--- src/sit_pkg.sv ---
// Shared constants and types of the segment intersection test.
package sit_pkg;

  // Default coordinate width of one endpoint field
  localparam int COORD_BITS_DEFAULT = 16;

  // Relation between the two supporting lines
  typedef enum logic [1:0] {
    REL_CROSS    = 2'd0,
    REL_PARALLEL = 2'd1,
    REL_SAME     = 2'd2
  } rel_t;

  // Per-pair flags worked out in the first stage and carried down the pipe
  typedef struct packed {
    logic pt1;      // first segment has zero length
    logic pt2;      // second segment has zero length
    logic wx_zero;  // start points share the same x
    logic box_any;  // some endpoint lies in the other segment's box
    logic p_in_rs;  // first start point lies in the second box
    logic r_in_pq;  // second start point lies in the first box
  } flags_t;

endpackage

--- src/sit_result_if.sv ---
// Valid/ready channel carrying one intersection result per beat.
interface sit_result_if;
  logic              valid;
  logic              ready;
  logic              touches;
  sit_pkg::rel_t     line_relation;

  modport source (output valid, touches, line_relation, input ready);
  modport sink (input valid, touches, line_relation, output ready);
endinterface

--- src/sit_decide.sv ---
// Last stage: classify the lines, decide contact and hold the result beat.
module sit_decide #(
  parameter int COORD_BITS = sit_pkg::COORD_BITS_DEFAULT
) (
  input  logic                           clk,
  input  logic                           rst,
  input  logic                           up_valid,
  output logic                           up_ready,
  input  logic signed [2*COORD_BITS+2:0] den,
  input  logic signed [2*COORD_BITS+2:0] tn,
  input  logic signed [2*COORD_BITS+2:0] un,
  input  sit_pkg::flags_t                flags,
  sit_result_if.source                   res
);

  localparam int CW = 2 * COORD_BITS + 3;

  logic          enable;
  logic          den_zero, same_line, in_range;
  logic          touches_next;
  sit_pkg::rel_t rel_next;

  // Range test without negating: flip the compares when den is negative
  always_comb begin
    den_zero  = (den == '0);
    same_line = flags.pt1 ? flags.wx_zero : (un == '0);
    if (!den[CW-1]) begin
      in_range = !tn[CW-1] && (tn <= den) && !un[CW-1] && (un <= den);
    end else begin
      in_range = (tn[CW-1] || (tn == '0)) && (tn >= den)
              && (un[CW-1] || (un == '0)) && (un >= den);
    end
  end

  always_comb begin
    if (den_zero) begin
      if (same_line) begin
        rel_next     = sit_pkg::REL_SAME;
        touches_next = flags.box_any;
      end else begin
        rel_next     = sit_pkg::REL_PARALLEL;
        touches_next = 1'b0;
      end
    end else begin
      rel_next = sit_pkg::REL_CROSS;
      if (flags.pt1) begin
        touches_next = (tn == '0) && flags.p_in_rs;
      end else if (flags.pt2) begin
        touches_next = (un == '0) && flags.r_in_pq;
      end else begin
        touches_next = in_range;
      end
    end
  end

  // Output register: hold the beat until taken
  assign enable   = !res.valid || res.ready;
  assign up_ready = enable;

  always_ff @(posedge clk) begin
    if (rst) begin
      res.valid <= 1'b0;
    end else if (enable) begin
      res.valid <= up_valid;
    end
  end

  always_ff @(posedge clk) begin
    if (enable && up_valid) begin
      res.touches       <= touches_next;
      res.line_relation <= rel_next;
    end
  end

endmodule

--- src/flat_wrapper.sv ---
// flat-port wrapper written by rule: the top's interface ports become plain ports
module sit_decide_flat 
#(
  parameter int COORD_BITS = sit_pkg::COORD_BITS_DEFAULT
)
  (clk, rst, up_valid, up_ready, den, tn, un, flags, res_valid, res_touches, res_line_relation, res_ready);
  sit_result_if res_i ();
  input  logic clk;
  input  logic rst;
  input  logic up_valid;
  output logic up_ready;
  input  logic signed [2*COORD_BITS+2:0] den;
  input  logic signed [2*COORD_BITS+2:0] tn;
  input  logic signed [2*COORD_BITS+2:0] un;
  input  sit_pkg::flags_t flags;
  output wire logic [$bits(res_i.valid)-1:0] res_valid;
  output wire logic [$bits(res_i.touches)-1:0] res_touches;
  output wire logic [$bits(res_i.line_relation)-1:0] res_line_relation;
  input wire logic [$bits(res_i.ready)-1:0] res_ready;
  assign res_valid = res_i.valid;
  assign res_touches = res_i.touches;
  assign res_line_relation = res_i.line_relation;
  assign res_i.ready = res_ready;
  sit_decide #(.COORD_BITS(COORD_BITS)) u_core (.clk(clk), .rst(rst), .up_valid(up_valid), .up_ready(up_ready), .den(den), .tn(tn), .un(un), .flags(flags), .res(res_i));
endmodule
--- config.mk ---
export PLATFORM = sky130hd
export DESIGN_NAME = sit_decide_flat
export DESIGN_NICKNAME = d
export VERILOG_FILES = /design/src/sit_pkg.sv /design/src/sit_result_if.sv /design/src/sit_decide.sv /design/src/flat_wrapper.sv
export SDC_FILE = /design/constraint.sdc
export NUM_CORES = 1
export LEC_CHECK = 0
export CAP_MARGIN = 20
export CORE_MARGIN = 4
export CORE_UTILIZATION = 30
export CTS_CLUSTER_DIAMETER = 150
export DETAILED_ROUTE_END_ITERATION = 8
export DONT_BUFFER_PORTS = 1
export HOLD_SLACK_MARGIN = 0.02
export SLEW_MARGIN = 10
export SYNTH_ARGS = -nofsm -noshare
export SYNTH_HDL_FRONTEND = slang
export SYNTH_SLANG_ARGS = --single-unit
--- constraint.sdc ---
create_clock -name clk -period 2.8 [get_ports clk]
set_clock_uncertainty 0.15 [all_clocks]
set_input_delay 0.28 -clock clk [delete_from_list [all_inputs] [get_ports clk]]
set_output_delay 0.28 -clock clk [all_outputs]
set_load 0.03 [all_outputs]
==> metrics <==
wire per inst=19.6 um; Core ar.=between 0.007 and 0.008 sq mm; crit-path max cell delay=roughly 0.33 ns; Post-Synth Adder-Cell Area=39.4%; # resized after CTS=0; sequential element share of the synthesized area=under 10%; Worst Path Required=2.60 ns; Die H=~94 um; largest net degree at the start of global routing=5; top_reg_cell synth=edfxtp_1; sequential share of power=15.6%; Clk network pwr share=26.6%; final instance area=between 0.002 and 0.0025 sq mm; Mapped Nets=between 400 and 500; Tcrit/Tclk final=a little over four fifths; die width=94.1 um; total net switching power=0.201 mW; CP Capture Type=flip-flop; CP Cell Sequence=inv_1, ha_1, nand4_2, nor3_4, inv_2, nor4_4, a221oi_2, o22a_1, o31ai_1, a211oi_1; Synth Area in Compound Gates=19.0%; Pre-antenna DRT Iters=4; top cell type's share of synthesized area=39.4%; CTS Buffer Depth=2; Initial Util=between 30% and 40%; Sw Share=41.2%; endpoints failing setup=0; overall power=between 0.4 and 0.5 mW; Maximum Capacitance Violations=0; antenna violations before repair=0; Max Transition Viols Final=0; final hold slack=0.0498 ns; initial DRC count=66; Post-Synth XOR/XNOR Area=less than 1%; TritonCTS buffer count=3; TritonCTS clock tree=built; Via Count=approximately 2300; n_diodes=0; slack of the critical path=about 0.46 ns; Hold Path Cell Cnt=2; post-route ant nets=0; P_leak=around 1.1 nW; Hold Path Class=input port to flip-flop; power per cell area=slightly above 200 mW/mm^2; fin cells=400; Crit Reg-Reg Startpoint=u_core.res.valid$_SDFFE_PP0N_; setup TNS=0 ns; R2R cell count=2; Internal=between 0.2 and 0.3 mW; area grow syn2layout=8.05%; RSZ-0062 raised after global routing=no; hold wc startpoint=up_valid; fmax=approximately 430 MHz; Critical R2R Capture=u_core.res.line_relation[0]$_SDFFCE_PN0P_; worst rel slew slack=approximately 65%; IO Port Bufs=0; Placer Congestion=0.906; layout cell share with drive strength beyond 1=under 10%; status=finished, final reports clean; Comb power frac=57.8%; cells after synthesis=approximately 300; Post-Syn Area=approximately 0.0022 sq mm; fin nets=roughly 500; Fin. Hold Viols=0; hold endpoint=u_core.res.valid$_SDFFE_PP0N_; Root Buffer=clkbuf_8; first-pass GRT wire length=approximately 12000 um; Synth area leader=ha_1; Final Util=between 30% and 40%; mux contribution to synthesized area=less than 1%; CTS sink cnt=4; IO Pins=120; Post-CTS Setup Inserts=0; Placed Instances=~400; number of remaining DRC errors=0; most frequent cells in the layout=ha_1 (70), inv_1 (43), nor4_1 (27); H-tree depth=1; GRT Resource Usage Total=between 15 and 20%; DR vias/cell=about 5.7; Critical Path Start Type=input port; CP Max Fanout=3; kind of critical path=input port to flip-flop; Post-synth EDFFs=3; Row Count=31; combinational family with the most area after synthesis=adder cells; slowest CP cell=ha_1; Period minus WS final=about 2.3 ns; count of cell types in the netlist=42; die area=between 0.008 and 0.009 sq mm; Post-DP Area=roughly 0.0023 sq mm; clk slew on worst S/H paths=roughly 0.040 ns; leading post-synthesis cells by cell area=ha_1 (39%), nor4_1 (7.6%), inv_1 (7.3%); syn avg cell area=~7.5 sq um; Simple-Gate Fraction of Synth Area=28.3%; WP data arrival=between 2 and 2.5 ns; VDD IR max=around 100 uV; HPWL Detailed=~7300 um; most common cell after layout, fill and taps aside=ha_1; pre-CTS WS=roughly 0.26 ns; Ys Warns=0; routed wire length=slightly below 8000 um; number of global-route vias before repair=approximately 2500; clk_lat worst skew=0.21 ns; Fillers=just under 800; worst reg-to-reg setup slack=around 1.3 ns; Least-Margin Pin Slew=0.525 ns; ys async rst share=0%; Synth Register Bits=4; GRT overflow=0
flip-flops by register name, indices dropped and copies added, names as in the netlist:
signal and cells:
u_core.res.line_relation 2, u_core.res.touches 1, u_core.res.valid 1
repair_timing:
action / in CTS / in global routing
endpoints found under the setup margin: 0 / 0
hold buffers: 1 / 0
endpoints found under the hold margin: 1 / 0
area by class of cell:
| cell class | count | area (sq um) | share of cell area [%] |
|---|---|---|---|
| Multi-Input combinational cell | 248 | 1950 | 81.1 |
| Inverter | 44 | 165 | 6.88 |
| Tap cell | 99 | 124 | 5.16 |
| Sequential cell | 4 | 110 | 4.59 |
| Clock buffer | 4 | 45.0 | 1.88 |
| Timing Repair Buffer | 1 | 10.0 | 0.417 |
synth_stat cells (3+ instances only):
library cell	instances
a21oi_1	25
a21o_1	4
ha_1	70
edfxtp_1	3
nand2_1	23
nor2_1	8
nor4_1	27
nand4_1	15
o21ai_1	3
nor3_1	11
inv_1	43
a211oi_1	8
o21ai_0	9
nand3_1	10
and2_1	3
logic make-up after synthesis:
family | after synthesis
and+or+nand+nor | 110
adders and majority gates | 70
xor gates and xnor gates | 1
DFF | 4
muxes | 1
buffers and inverters | 44
AOI/OAI and AO/OA | 66
routing by layer:
metal | part of all wire, % | track usage [%] | vias up
met2 | 48 | 31.5 | 85
met4 | 2.1 | 4.57 | 0
li1 | - | - | 1153
met3 | 12 | 7.05 | 11
met1 | 38 | 18.8 | 1038
met5 | 0 | 0 | -
worst max-delay path by stage:
stage / cells past startpoint / start / to
2_1_floorplan: 10 / den[25] / u_core.res.touches$_DFFE_PP_
3_3_place_gp: 10 / den[25] / u_core.res.touches$_DFFE_PP_
3_5_place_dp: 10 / den[25] / u_core.res.touches$_DFFE_PP_
4_1_cts: 10 / den[25] / u_core.res.touches$_DFFE_PP_
5_1_grt: 9 / den[31] / u_core.res.touches$_DFFE_PP_
6_report: 10 / den[25] / u_core.res.touches$_DFFE_PP_
power by group through the flow:
stage               sequential, mW  combinational, mW  clock, mW
floorplan                   0.0767              0.222          0
global placement            0.0773              0.275          0
detailed placement          0.0773              0.279          0
CTS                         0.0765              0.283      0.130
global route                0.0769              0.330      0.136
finish                      0.0763              0.283      0.130
worst max-delay path, delay by kind of cell:
family	cells	cell delay [ns]
simple gates	3	0.71
compound gates	4	0.73
fa+ha+maj	1	0.33
buf+inv	2	0.10
Note: power is estimated with default switching activity, not from simulation.
