$ cat src/sit_pkg.sv
// Shared constants and types of the segment intersection test.
package sit_pkg;

  // Default coordinate width of one endpoint field
  localparam int COORD_BITS_DEFAULT = 16;

  // Relation between the two supporting lines
  typedef enum logic [1:0] {
    REL_CROSS    = 2'd0,
    REL_PARALLEL = 2'd1,
    REL_SAME     = 2'd2
  } rel_t;

  // Per-pair flags worked out in the first stage and carried down the pipe
  typedef struct packed {
    logic pt1;      // first segment has zero length
    logic pt2;      // second segment has zero length
    logic wx_zero;  // start points share the same x
    logic box_any;  // some endpoint lies in the other segment's box
    logic p_in_rs;  // first start point lies in the second box
    logic r_in_pq;  // second start point lies in the first box
  } flags_t;

endpackage

$ cat src/sit_pair_if.sv
// Valid/ready channel carrying one pair of segments per beat.
interface sit_pair_if #(
  parameter int COORD_BITS = sit_pkg::COORD_BITS_DEFAULT
);
  logic                         valid;
  logic                         ready;
  logic signed [COORD_BITS-1:0] first_x0;
  logic signed [COORD_BITS-1:0] first_y0;
  logic signed [COORD_BITS-1:0] first_x1;
  logic signed [COORD_BITS-1:0] first_y1;
  logic signed [COORD_BITS-1:0] second_x0;
  logic signed [COORD_BITS-1:0] second_y0;
  logic signed [COORD_BITS-1:0] second_x1;
  logic signed [COORD_BITS-1:0] second_y1;

  modport source (
    output valid, first_x0, first_y0, first_x1, first_y1,
           second_x0, second_y0, second_x1, second_y1,
    input  ready
  );
  modport sink (
    input  valid, first_x0, first_y0, first_x1, first_y1,
           second_x0, second_y0, second_x1, second_y1,
    output ready
  );
endinterface

$ cat src/sit_prep.sv
// First stage: direction vectors, start offset and bounding box tests.
module sit_prep #(
  parameter int COORD_BITS = sit_pkg::COORD_BITS_DEFAULT
) (
  input  logic                         clk,
  input  logic                         rst,
  sit_pair_if.sink                     pair,
  output logic                         dn_valid,
  input  logic                         dn_ready,
  output logic signed [COORD_BITS:0]   d1x,
  output logic signed [COORD_BITS:0]   d1y,
  output logic signed [COORD_BITS:0]   d2x,
  output logic signed [COORD_BITS:0]   d2y,
  output logic signed [COORD_BITS:0]   wx,
  output logic signed [COORD_BITS:0]   wy,
  output sit_pkg::flags_t              flags
);

  localparam int C = COORD_BITS;

  logic                enable;
  logic signed [C:0]   d1x_next, d1y_next, d2x_next, d2y_next, wx_next, wy_next;
  logic                p_in_rs, q_in_rs, r_in_pq, s_in_pq;
  sit_pkg::flags_t     flags_next;

  // Closed interval test with the ends in either order
  function automatic logic between(input logic signed [C-1:0] v,
                                   input logic signed [C-1:0] a,
                                   input logic signed [C-1:0] b);
    between = (v >= a && v <= b) || (v >= b && v <= a);
  endfunction

  // Differences at one bit more than the coordinates
  always_comb begin
    d1x_next = {pair.first_x1[C-1], pair.first_x1} - {pair.first_x0[C-1], pair.first_x0};
    d1y_next = {pair.first_y1[C-1], pair.first_y1} - {pair.first_y0[C-1], pair.first_y0};
    d2x_next = {pair.second_x1[C-1], pair.second_x1}
             - {pair.second_x0[C-1], pair.second_x0};
    d2y_next = {pair.second_y1[C-1], pair.second_y1}
             - {pair.second_y0[C-1], pair.second_y0};
    wx_next  = {pair.second_x0[C-1], pair.second_x0} - {pair.first_x0[C-1], pair.first_x0};
    wy_next  = {pair.second_y0[C-1], pair.second_y0} - {pair.first_y0[C-1], pair.first_y0};
  end

  // Endpoint against the other segment's bounding box
  always_comb begin
    p_in_rs = between(pair.first_x0, pair.second_x0, pair.second_x1)
           && between(pair.first_y0, pair.second_y0, pair.second_y1);
    q_in_rs = between(pair.first_x1, pair.second_x0, pair.second_x1)
           && between(pair.first_y1, pair.second_y0, pair.second_y1);
    r_in_pq = between(pair.second_x0, pair.first_x0, pair.first_x1)
           && between(pair.second_y0, pair.first_y0, pair.first_y1);
    s_in_pq = between(pair.second_x1, pair.first_x0, pair.first_x1)
           && between(pair.second_y1, pair.first_y0, pair.first_y1);
    flags_next.pt1     = (d1x_next == '0) && (d1y_next == '0);
    flags_next.pt2     = (d2x_next == '0) && (d2y_next == '0);
    flags_next.wx_zero = (wx_next == '0);
    flags_next.box_any = p_in_rs | q_in_rs | r_in_pq | s_in_pq;
    flags_next.p_in_rs = p_in_rs;
    flags_next.r_in_pq = r_in_pq;
  end

  // Take a beat whenever the stage is empty or being drained
  assign enable     = !dn_valid || dn_ready;
  assign pair.ready = enable;

  always_ff @(posedge clk) begin
    if (rst) begin
      dn_valid <= 1'b0;
    end else if (enable) begin
      dn_valid <= pair.valid;
    end
  end

  always_ff @(posedge clk) begin
    if (enable && pair.valid) begin
      d1x   <= d1x_next;
      d1y   <= d1y_next;
      d2x   <= d2x_next;
      d2y   <= d2y_next;
      wx    <= wx_next;
      wy    <= wy_next;
      flags <= flags_next;
    end
  end

endmodule

$ cat src/flat_wrapper.sv
// flat-port wrapper written by rule: the top's interface ports become plain ports
module sit_prep_flat 
#(
  parameter int COORD_BITS = sit_pkg::COORD_BITS_DEFAULT
)
  (clk, rst, dn_valid, dn_ready, d1x, d1y, d2x, d2y, wx, wy, flags, pair_valid, pair_first_x0, pair_first_y0, pair_first_x1, pair_first_y1, pair_second_x0, pair_second_y0, pair_second_x1, pair_second_y1, pair_ready);
  sit_pair_if #(.COORD_BITS(COORD_BITS)) pair_i ();
  input  logic clk;
  input  logic rst;
  output logic dn_valid;
  input  logic dn_ready;
  output logic signed [COORD_BITS:0] d1x;
  output logic signed [COORD_BITS:0] d1y;
  output logic signed [COORD_BITS:0] d2x;
  output logic signed [COORD_BITS:0] d2y;
  output logic signed [COORD_BITS:0] wx;
  output logic signed [COORD_BITS:0] wy;
  output sit_pkg::flags_t flags;
  input wire logic [$bits(pair_i.valid)-1:0] pair_valid;
  input wire logic [$bits(pair_i.first_x0)-1:0] pair_first_x0;
  input wire logic [$bits(pair_i.first_y0)-1:0] pair_first_y0;
  input wire logic [$bits(pair_i.first_x1)-1:0] pair_first_x1;
  input wire logic [$bits(pair_i.first_y1)-1:0] pair_first_y1;
  input wire logic [$bits(pair_i.second_x0)-1:0] pair_second_x0;
  input wire logic [$bits(pair_i.second_y0)-1:0] pair_second_y0;
  input wire logic [$bits(pair_i.second_x1)-1:0] pair_second_x1;
  input wire logic [$bits(pair_i.second_y1)-1:0] pair_second_y1;
  output wire logic [$bits(pair_i.ready)-1:0] pair_ready;
  assign pair_i.valid = pair_valid;
  assign pair_i.first_x0 = pair_first_x0;
  assign pair_i.first_y0 = pair_first_y0;
  assign pair_i.first_x1 = pair_first_x1;
  assign pair_i.first_y1 = pair_first_y1;
  assign pair_i.second_x0 = pair_second_x0;
  assign pair_i.second_y0 = pair_second_y0;
  assign pair_i.second_x1 = pair_second_x1;
  assign pair_i.second_y1 = pair_second_y1;
  assign pair_ready = pair_i.ready;
  sit_prep #(.COORD_BITS(COORD_BITS)) u_core (.clk(clk), .rst(rst), .pair(pair_i), .dn_valid(dn_valid), .dn_ready(dn_ready), .d1x(d1x), .d1y(d1y), .d2x(d2x), .d2y(d2y), .wx(wx), .wy(wy), .flags(flags));
endmodule
$ cat config.mk
export PLATFORM = sky130hd
export DESIGN_NAME = sit_prep_flat
export DESIGN_NICKNAME = d
export VERILOG_FILES = /design/src/sit_pkg.sv /design/src/sit_pair_if.sv /design/src/sit_prep.sv /design/src/flat_wrapper.sv
export SDC_FILE = /design/constraint.sdc
export NUM_CORES = 1
export LEC_CHECK = 0
export ABC_AREA = 1
export ABC_CLOCK_PERIOD_IN_PS = 8400
export BUFFER_PORTS_ARGS = -buffer_cell sky130_fd_sc_hd__buf_2
export CAP_MARGIN = 30
export CELL_PAD_IN_SITES_DETAIL_PLACEMENT = 2
export CELL_PAD_IN_SITES_GLOBAL_PLACEMENT = 2
export CORE_MARGIN = 2
export CORE_UTILIZATION = 29
export CTS_BUF_LIST = sky130_fd_sc_hd__clkbuf_8
export DETAILED_ROUTE_END_ITERATION = 16
export PLACE_DENSITY = 0.81
export SLEW_MARGIN = 20
export SYNTH_ARGS = -nofsm -noshare
export SYNTH_HDL_FRONTEND = slang
export SYNTH_SLANG_ARGS = --single-unit
$ cat constraint.sdc
create_clock -name clk -period 8.4 [get_ports clk]
set_input_delay 0.84 -clock clk [delete_from_list [all_inputs] [get_ports clk]]
set_output_delay 0.84 -clock clk [all_outputs]
set_load 0.01 [all_outputs]
==> results.toml, run 1 <==
[outcome]
status = "finished, final reports clean"

[grt]
grt_max_degree = 68
grt_pass1_vias = 14100
grt_overflow = 0
grtUsageTotal_pct = 24.0
grt_pass1_wl_um = 79700
antenna_found_initial = 2

[job]
drv_cap = 0

[cells_and_area]
final_cell_mix = "nand2_1, inv_1, buf_2, ha_1, nor2_1"
final_util_pct = 34.4
multi_input_area_um2 = 7650
finalNonFillerCells = 2556
nets = 2341
area_growth_pct = 17.4
ff_latch_area_um2 = 3260
final_common_cell = "nand2_1"
fin_area_um2 = 14400
fillCellCount = 5066
drive_gt1_share_pct = 15.3

[power]
p_per_area_nw_per_um2 = 139
power.total_mw = 2.00
leakage_nw = 8.02
ir_worst_vdd_mv = 0.0783

[synthesis]
ys_async_sr_fraction_pct = 0
ys_seq_area_share_pct = 26.7
syn_area_um2 = 12200
synth_nets = 2089
ys_types = 43
yosys_warnings = 0
ys_ff_latch = 109
synthTopCellsByArea = "edfxtp_1, ha_1, nand2_1"
yosys_most_used_dff = "edfxtp_1"
syn_inst = 1757
avgSynthCellArea_um2 = 6.96
synth_area_leader_cell = "edfxtp_1"
netlist.area_leader.share_pct = 26.5
synth_edf_count = 108

[routing]
drt_iter0_markers = 404
drc = 0
wl_per_cell_um = 20.4
drt_first_pass_iters = 4
final_antenna_net_count = 0
vias = 12600
routed_via_density = 4.92
wirelength_um = 52100

[placement]
hpwlAfterDp_um = 45900
port_buffers = 241
postPlaceCellArea_um2 = 14100
post-place-ws_ps = 5140
dp_cells = 2537
gp_congestion = 0.900

[clock_tree]
cts_tree = "done"
hold_buffers = 0
clk_latency_ps = 470
numCtsBuffers = 9
clockBufferDepth = 2
cts_setup_buffers = 0
cts-resized-gates = 0
htreeDepth = 3
cts_sinks = 109
cts-root-buf = "clkbuf_8"
worst_setup_hold_path_clk_slew_ps = 120

[critical_path]
crit_path_max_fanout = 3
cp.arrival_ps = 3080
cp_data_required_time_ps = 8720
start_kind = "input port"
criticalPathCategory = "input port to flop"
reg2reg_setup_slack_ps = 6100
r2r_cells = 3
end_kind = "flop"

[sta]
tightest_slew_ps = 910
tns_ps = 0
clock.fmax_mhz = 363
post-route-min-period_ps = 2760
finalClockSkew_ps = 22.2
worst_slack_ps = 5640
setup_viol = 0
rsz0062_at_grt = "false"
whs_ps = 530
maxSlewHeadroom_pct = 39.4
fin_crit_sh_pct = 32.8
hold_viol = 0
maxSlewViolCount = 0

[die]
die_h_um = 209
num_rows = 75
dieWidth_um = 209
start_util_pct = 29.3
die_area_um2 = 43900
coreArea_um2 = 41800
ioPinCount = 242

[min_path]
hold_path_depth = 2
hold_class = "input port to flop"
-- synth_stat cells (2+ instances only) --
| cell | instances |
|---|---|
| o21a_1 | 5 |
| nor2_1 | 132 |
| ha_1 | 194 |
| a31oi_1 | 2 |
| fa_1 | 6 |
| a21oi_2 | 5 |
| or2_2 | 4 |
| nor4_2 | 3 |
| nand3_2 | 6 |
| inv_1 | 347 |
| nand2_2 | 21 |
| nor3_1 | 11 |
| and2_1 | 3 |
| xnor2_1 | 12 |
| o31ai_1 | 2 |
| o21ai_0 | 30 |
| nand3b_1 | 16 |
| xor2_1 | 26 |
| nor3_2 | 2 |
| nor4_1 | 3 |
| nand4_1 | 29 |
| o21bai_1 | 15 |
| a21oi_1 | 103 |
| nand2_1 | 526 |
| o21ai_1 | 3 |
| a21o_1 | 3 |
| inv_2 | 3 |
| nand3_1 | 123 |
| edfxtp_1 | 108 |
-- worst max-delay path, stage by stage --
cell	delay (ps)
buf_2	80
inv_1	110
ha_1	260
fa_1	420
inv_1	100
nand3_1	100
nand2_2	120
nand3_1	100
nand3_1	120
nand2_1	80
o211ai_2	70
xor2_1	360
nand3_1	150
nor2_1	160
-- final cells by class --
type,count,share of cell area (%)
antenna,3,0.0522
tap,539,4.69
clock buffer,9,0.862
inverter,352,9.20
sequential,109,22.7
multi-input combinational,1294,53.2
clock inverter,7,0.749
timing repair buffer,243,8.50
-- final timing paths --
kind                    startpoint               to
setup / recovery  pair_first_y1[0]  u_core.flags[5]
hold / removal                 rst  u_core.dn_valid
setup reg to reg   u_core.dn_valid    u_core.d2x[4]
hold reg to reg    u_core.dn_valid  u_core.dn_valid
-- state kept, by name (all words and copies together) (netlist names) --
signal	count
u_core.dn_valid	1
u_core.d1y	17
u_core.d2x	17
u_core.flags	6
u_core.d1x	17
u_core.wx	17
u_core.d2y	17
u_core.wy	17
-- power by group --
part | internal, mW | switching, mW | total (mW)
clock network | 0.172 | 0.231 | 0.403
registers | 0.690 | 0.0240 | 0.714
logic | 0.294 | 0.592 | 0.886
-- cell families (layout without fill, tap and decap cells) --
family	after synthesis	count (layout)	share of synthesized area, %
AOI/OAI and AO/OA	173	173	7.99
xor gates and xnor gates	38	38	2.72
adders and majority gates	200	200	20.8
buffers and inverters	354	611	10.9
DFF	109	109	26.7
other	0	3	0
and+or+nand+nor	883	883	30.9
-- routing by layer --
| layer | share of wire, % | vias to the layer above | routed length (um) | global-route usage, % |
|---|---|---|---|---|
| li1 | - | 6169 | - | - |
| met1 | 43 | 6109 | 22400 | 28.4 |
| met2 | 51 | 227 | 26800 | 44.8 |
| met3 | 3.3 | 59 | 1700 | 3.29 |
| met4 | 2.4 | 2 | 1230 | 7.07 |
| met5 | 0.025 | - | 13 | 0 |
Power figures use the tool's default switching activity.
==> run 2, diff against run 1 <==
ABC_AREA = 0   (was 1)
ABC_CLOCK_PERIOD_IN_PS = 2400   (was 8400)
PLACE_DENSITY = 0.79   (was 0.81)
clock period = 2.4 ns   (was 8.4 ns; I/O delays follow)
==> run 2 against run 1 <==
  * The run now ends with negative setup slack left
  * Core utilization increased by 15 points
  * Clock skew shrank 2.8 ps
  * Worst hold slack got worse by 490 ps
  * Die area fell by 14%
  * Highest routed layer unchanged
  * Via count decreased by 3.7%
  * Worst setup slack got worse by 6000 ps
  * Count of clock-buffer cells in the layout is the same
  * Non-clock buffer count is 462 higher
  * Cell count is 10% lower
  * Critical endpoint unchanged
  * Synthesized area down 14%
  * Critical path depth shrank 1
  * Flip-flop and latch count did not move
==> results.toml, run 2 <==
[outcome]
status = "finished with violations"
violations = "negative setup slack"

[die]
die_area_um2 = 37900
coreArea_um2 = 35700
ioPinCount = 242
dieWidth_um = 195
num_rows = 69
die_h_um = 195
start_util_pct = 29.6

[clock_tree]
cts-root-buf = "clkbuf_8"
numCtsBuffers = 9
worst_setup_hold_path_clk_slew_ps = 120
htreeDepth = 3
cts_sinks = 109
cts_tree = "done"
clockBufferDepth = 2
clk_latency_ps = 470

[placement]
port_buffers = 241
dp_cells = 2239
post-place-ws_ps = -1260
gp_congestion = 0.872
hpwlAfterDp_um = 44200

[sta]
rsz0062_at_grt = "true"
post-route-min-period_ps = 2800
worst_slack_ps = -397
maxSlewViolCount = 0
setup_viol = 9
fin_crit_sh_pct = 117
finalClockSkew_ps = 19.4
maxSlewHeadroom_pct = 52.9
clock.fmax_mhz = 357
hold_viol = 0
tightest_slew_ps = 705
tns_ps = -1730

[critical_path]
rr_startpoint = "u_core.dn_valid"
r2r_cells = 3
criticalPathCategory = "input port to flop"
start_kind = "input port"
r2r-end = "u_core.wx[0]"
end_kind = "flop"
reg2reg_setup_slack_ps = 1030
cp_data_required_time_ps = 2670
cp.arrival_ps = 3060
crit_path_max_fanout = 2

[synthesis]
yosys_most_used_dff = "edfxtp_1"
synth_edf_count = 108
synth.most_common_cell = "ha_1"
netlist.area_leader.share_pct = 30.8
synth_area_leader_cell = "edfxtp_1"
synthTopCellsByArea = "edfxtp_1, ha_1, inv_1"
ys_async_sr_fraction_pct = 0
ys_top_cells_by_count = "ha_1, inv_1, edfxtp_1"
synth_nets = 1441
yosys_warnings = 0
ys_ff_latch = 109
syn_inst = 1109
syn_area_um2 = 10500
ys_types = 72
avgSynthCellArea_um2 = 9.51
ys_seq_area_share_pct = 31.0

[cells_and_area]
finalNonFillerCells = 2290
fillCellCount = 3836
final_cell_mix = "buf_4, buf_2, ha_1, inv_1, edfxtp_1"
final_util_pct = 48.9
nets = 2154
area_growth_pct = 65.5
drive_gt1_share_pct = 49.8
final_common_cell = "buf_4"

[min_path]
hold_class = "input port to flop"
hold_path_depth = 3
holdPathEnd = "u_core.dn_valid"
hold_start = "pair_valid"

[power]
leakage_nw = 8.38
ir_worst_vdd_mv = 0.291
p_per_area_nw_per_um2 = 478

[routing]
wirelength_um = 58200
wl_per_cell_um = 25.4
drt_first_pass_iters = 5
drc = 0
drt_iter0_markers = 511
final_antenna_net_count = 0
routed_via_density = 5.28
vias = 12100

[grt]
grtUsageTotal_pct = 29.1
antenna_found_initial = 5
grt_pass1_vias = 14000
grt_overflow = 0
grt_max_degree = 43
grt_pass1_wl_um = 82700

[job]
drv_cap = 0
run 2: final cells by class:
| type | count | area [um2] | share of cell area, % |
|---|---|---|---|
| inverters | 142 | 597 | 3.42 |
| diodes | 2 | 5.00 | 0.0287 |
| flip-flops and latches | 109 | 3260 | 18.7 |
| clock inverters | 7 | 73.8 | 0.423 |
| well taps | 461 | 577 | 3.31 |
| repair buffers | 705 | 4930 | 28.2 |
| multi-input cells | 855 | 7880 | 45.2 |
| clock buffers | 9 | 124 | 0.710 |
run 2: metal layers:
layer	track usage, %	share of wire [%]	up-vias	wire [um]
li1	-	-	5553	-
met1	31.2	38	6006	22100
met2	55.8	53	405	30900
met3	4.74	4.3	134	2480
met4	12.7	4.8	4	2790
met5	0	0.038	-	22
run 2: worst max-delay path by stage:
| stage | from | end | cells past startpoint |
|---|---|---|---|
| 6_report | pair_first_y1[0] | u_core.flags[5] | 13 |
| 3_3_place_gp | pair_second_y1[0] | u_core.flags[4] | 13 |
| 3_5_place_dp | pair_second_x1[0] | u_core.flags[4] | 13 |
| 5_1_grt | pair_first_y1[0] | u_core.flags[5] | 13 |
| 2_1_floorplan | pair_second_y0[4] | u_core.flags[4] | 10 |
| 4_1_cts | pair_second_y0[3] | u_core.flags[4] | 12 |
run 2: per-stage QoR:
| step | area (um2) | power [mW] | hold WS, ps |
|---|---|---|---|
| 6_report | 17400 | 8.34 | 43.7 |
| 5_1_grt | 17400 | 8.73 | 45.3 |
| 4_1_cts | 16900 | 8.03 | 24.2 |
| 3_5_place_dp | 15900 | 6.42 | 420 |
| 3_3_place_gp | 15900 | 6.16 | 404 |
| 2_1_floorplan | 10800 | 4.22 | 309 |
run 2: repair_timing:
action	4_1_cts	5_1_grt
cloned	0	0
hold endpoints to repair	1	0
resized for setup	139	108
buffers inserted	23	13
pin swaps	65	48
setup endpoints to repair	19	20
hold buffers	1	0
run 2: cell families (layout without fill, tap and decap cells):
kind of cell	count (synthesis)	in the layout	synth area share (%)
and+or+nand+nor	297	297	15.3
other	0	2	0
muxes	6	6	0.582
DFF	109	109	31.0
buffers and inverters	145	863	5.16
xor gates and xnor gates	74	74	6.15
AOI/OAI and AO/OA	278	278	17.7
adders and majority gates	200	200	24.2
run 2: critical path, cell delays in order:
cell      delay, ps
buf_6            70
inv_2            40
ha_4            160
fa_2            590
nand4_1         120
nor4_2          300
nand2b_1        160
nor4_4          310
buf_4           160
nand4b_1        210
nor4_2          290
nand4_1         200
nor4_2          220
run 2: report_power, final:
part | total, mW | switching [mW] | internal, mW
combinational | 4.51 | 2.34 | 2.17
clock | 1.31 | 0.823 | 0.490
sequential | 2.52 | 0.0846 | 2.43
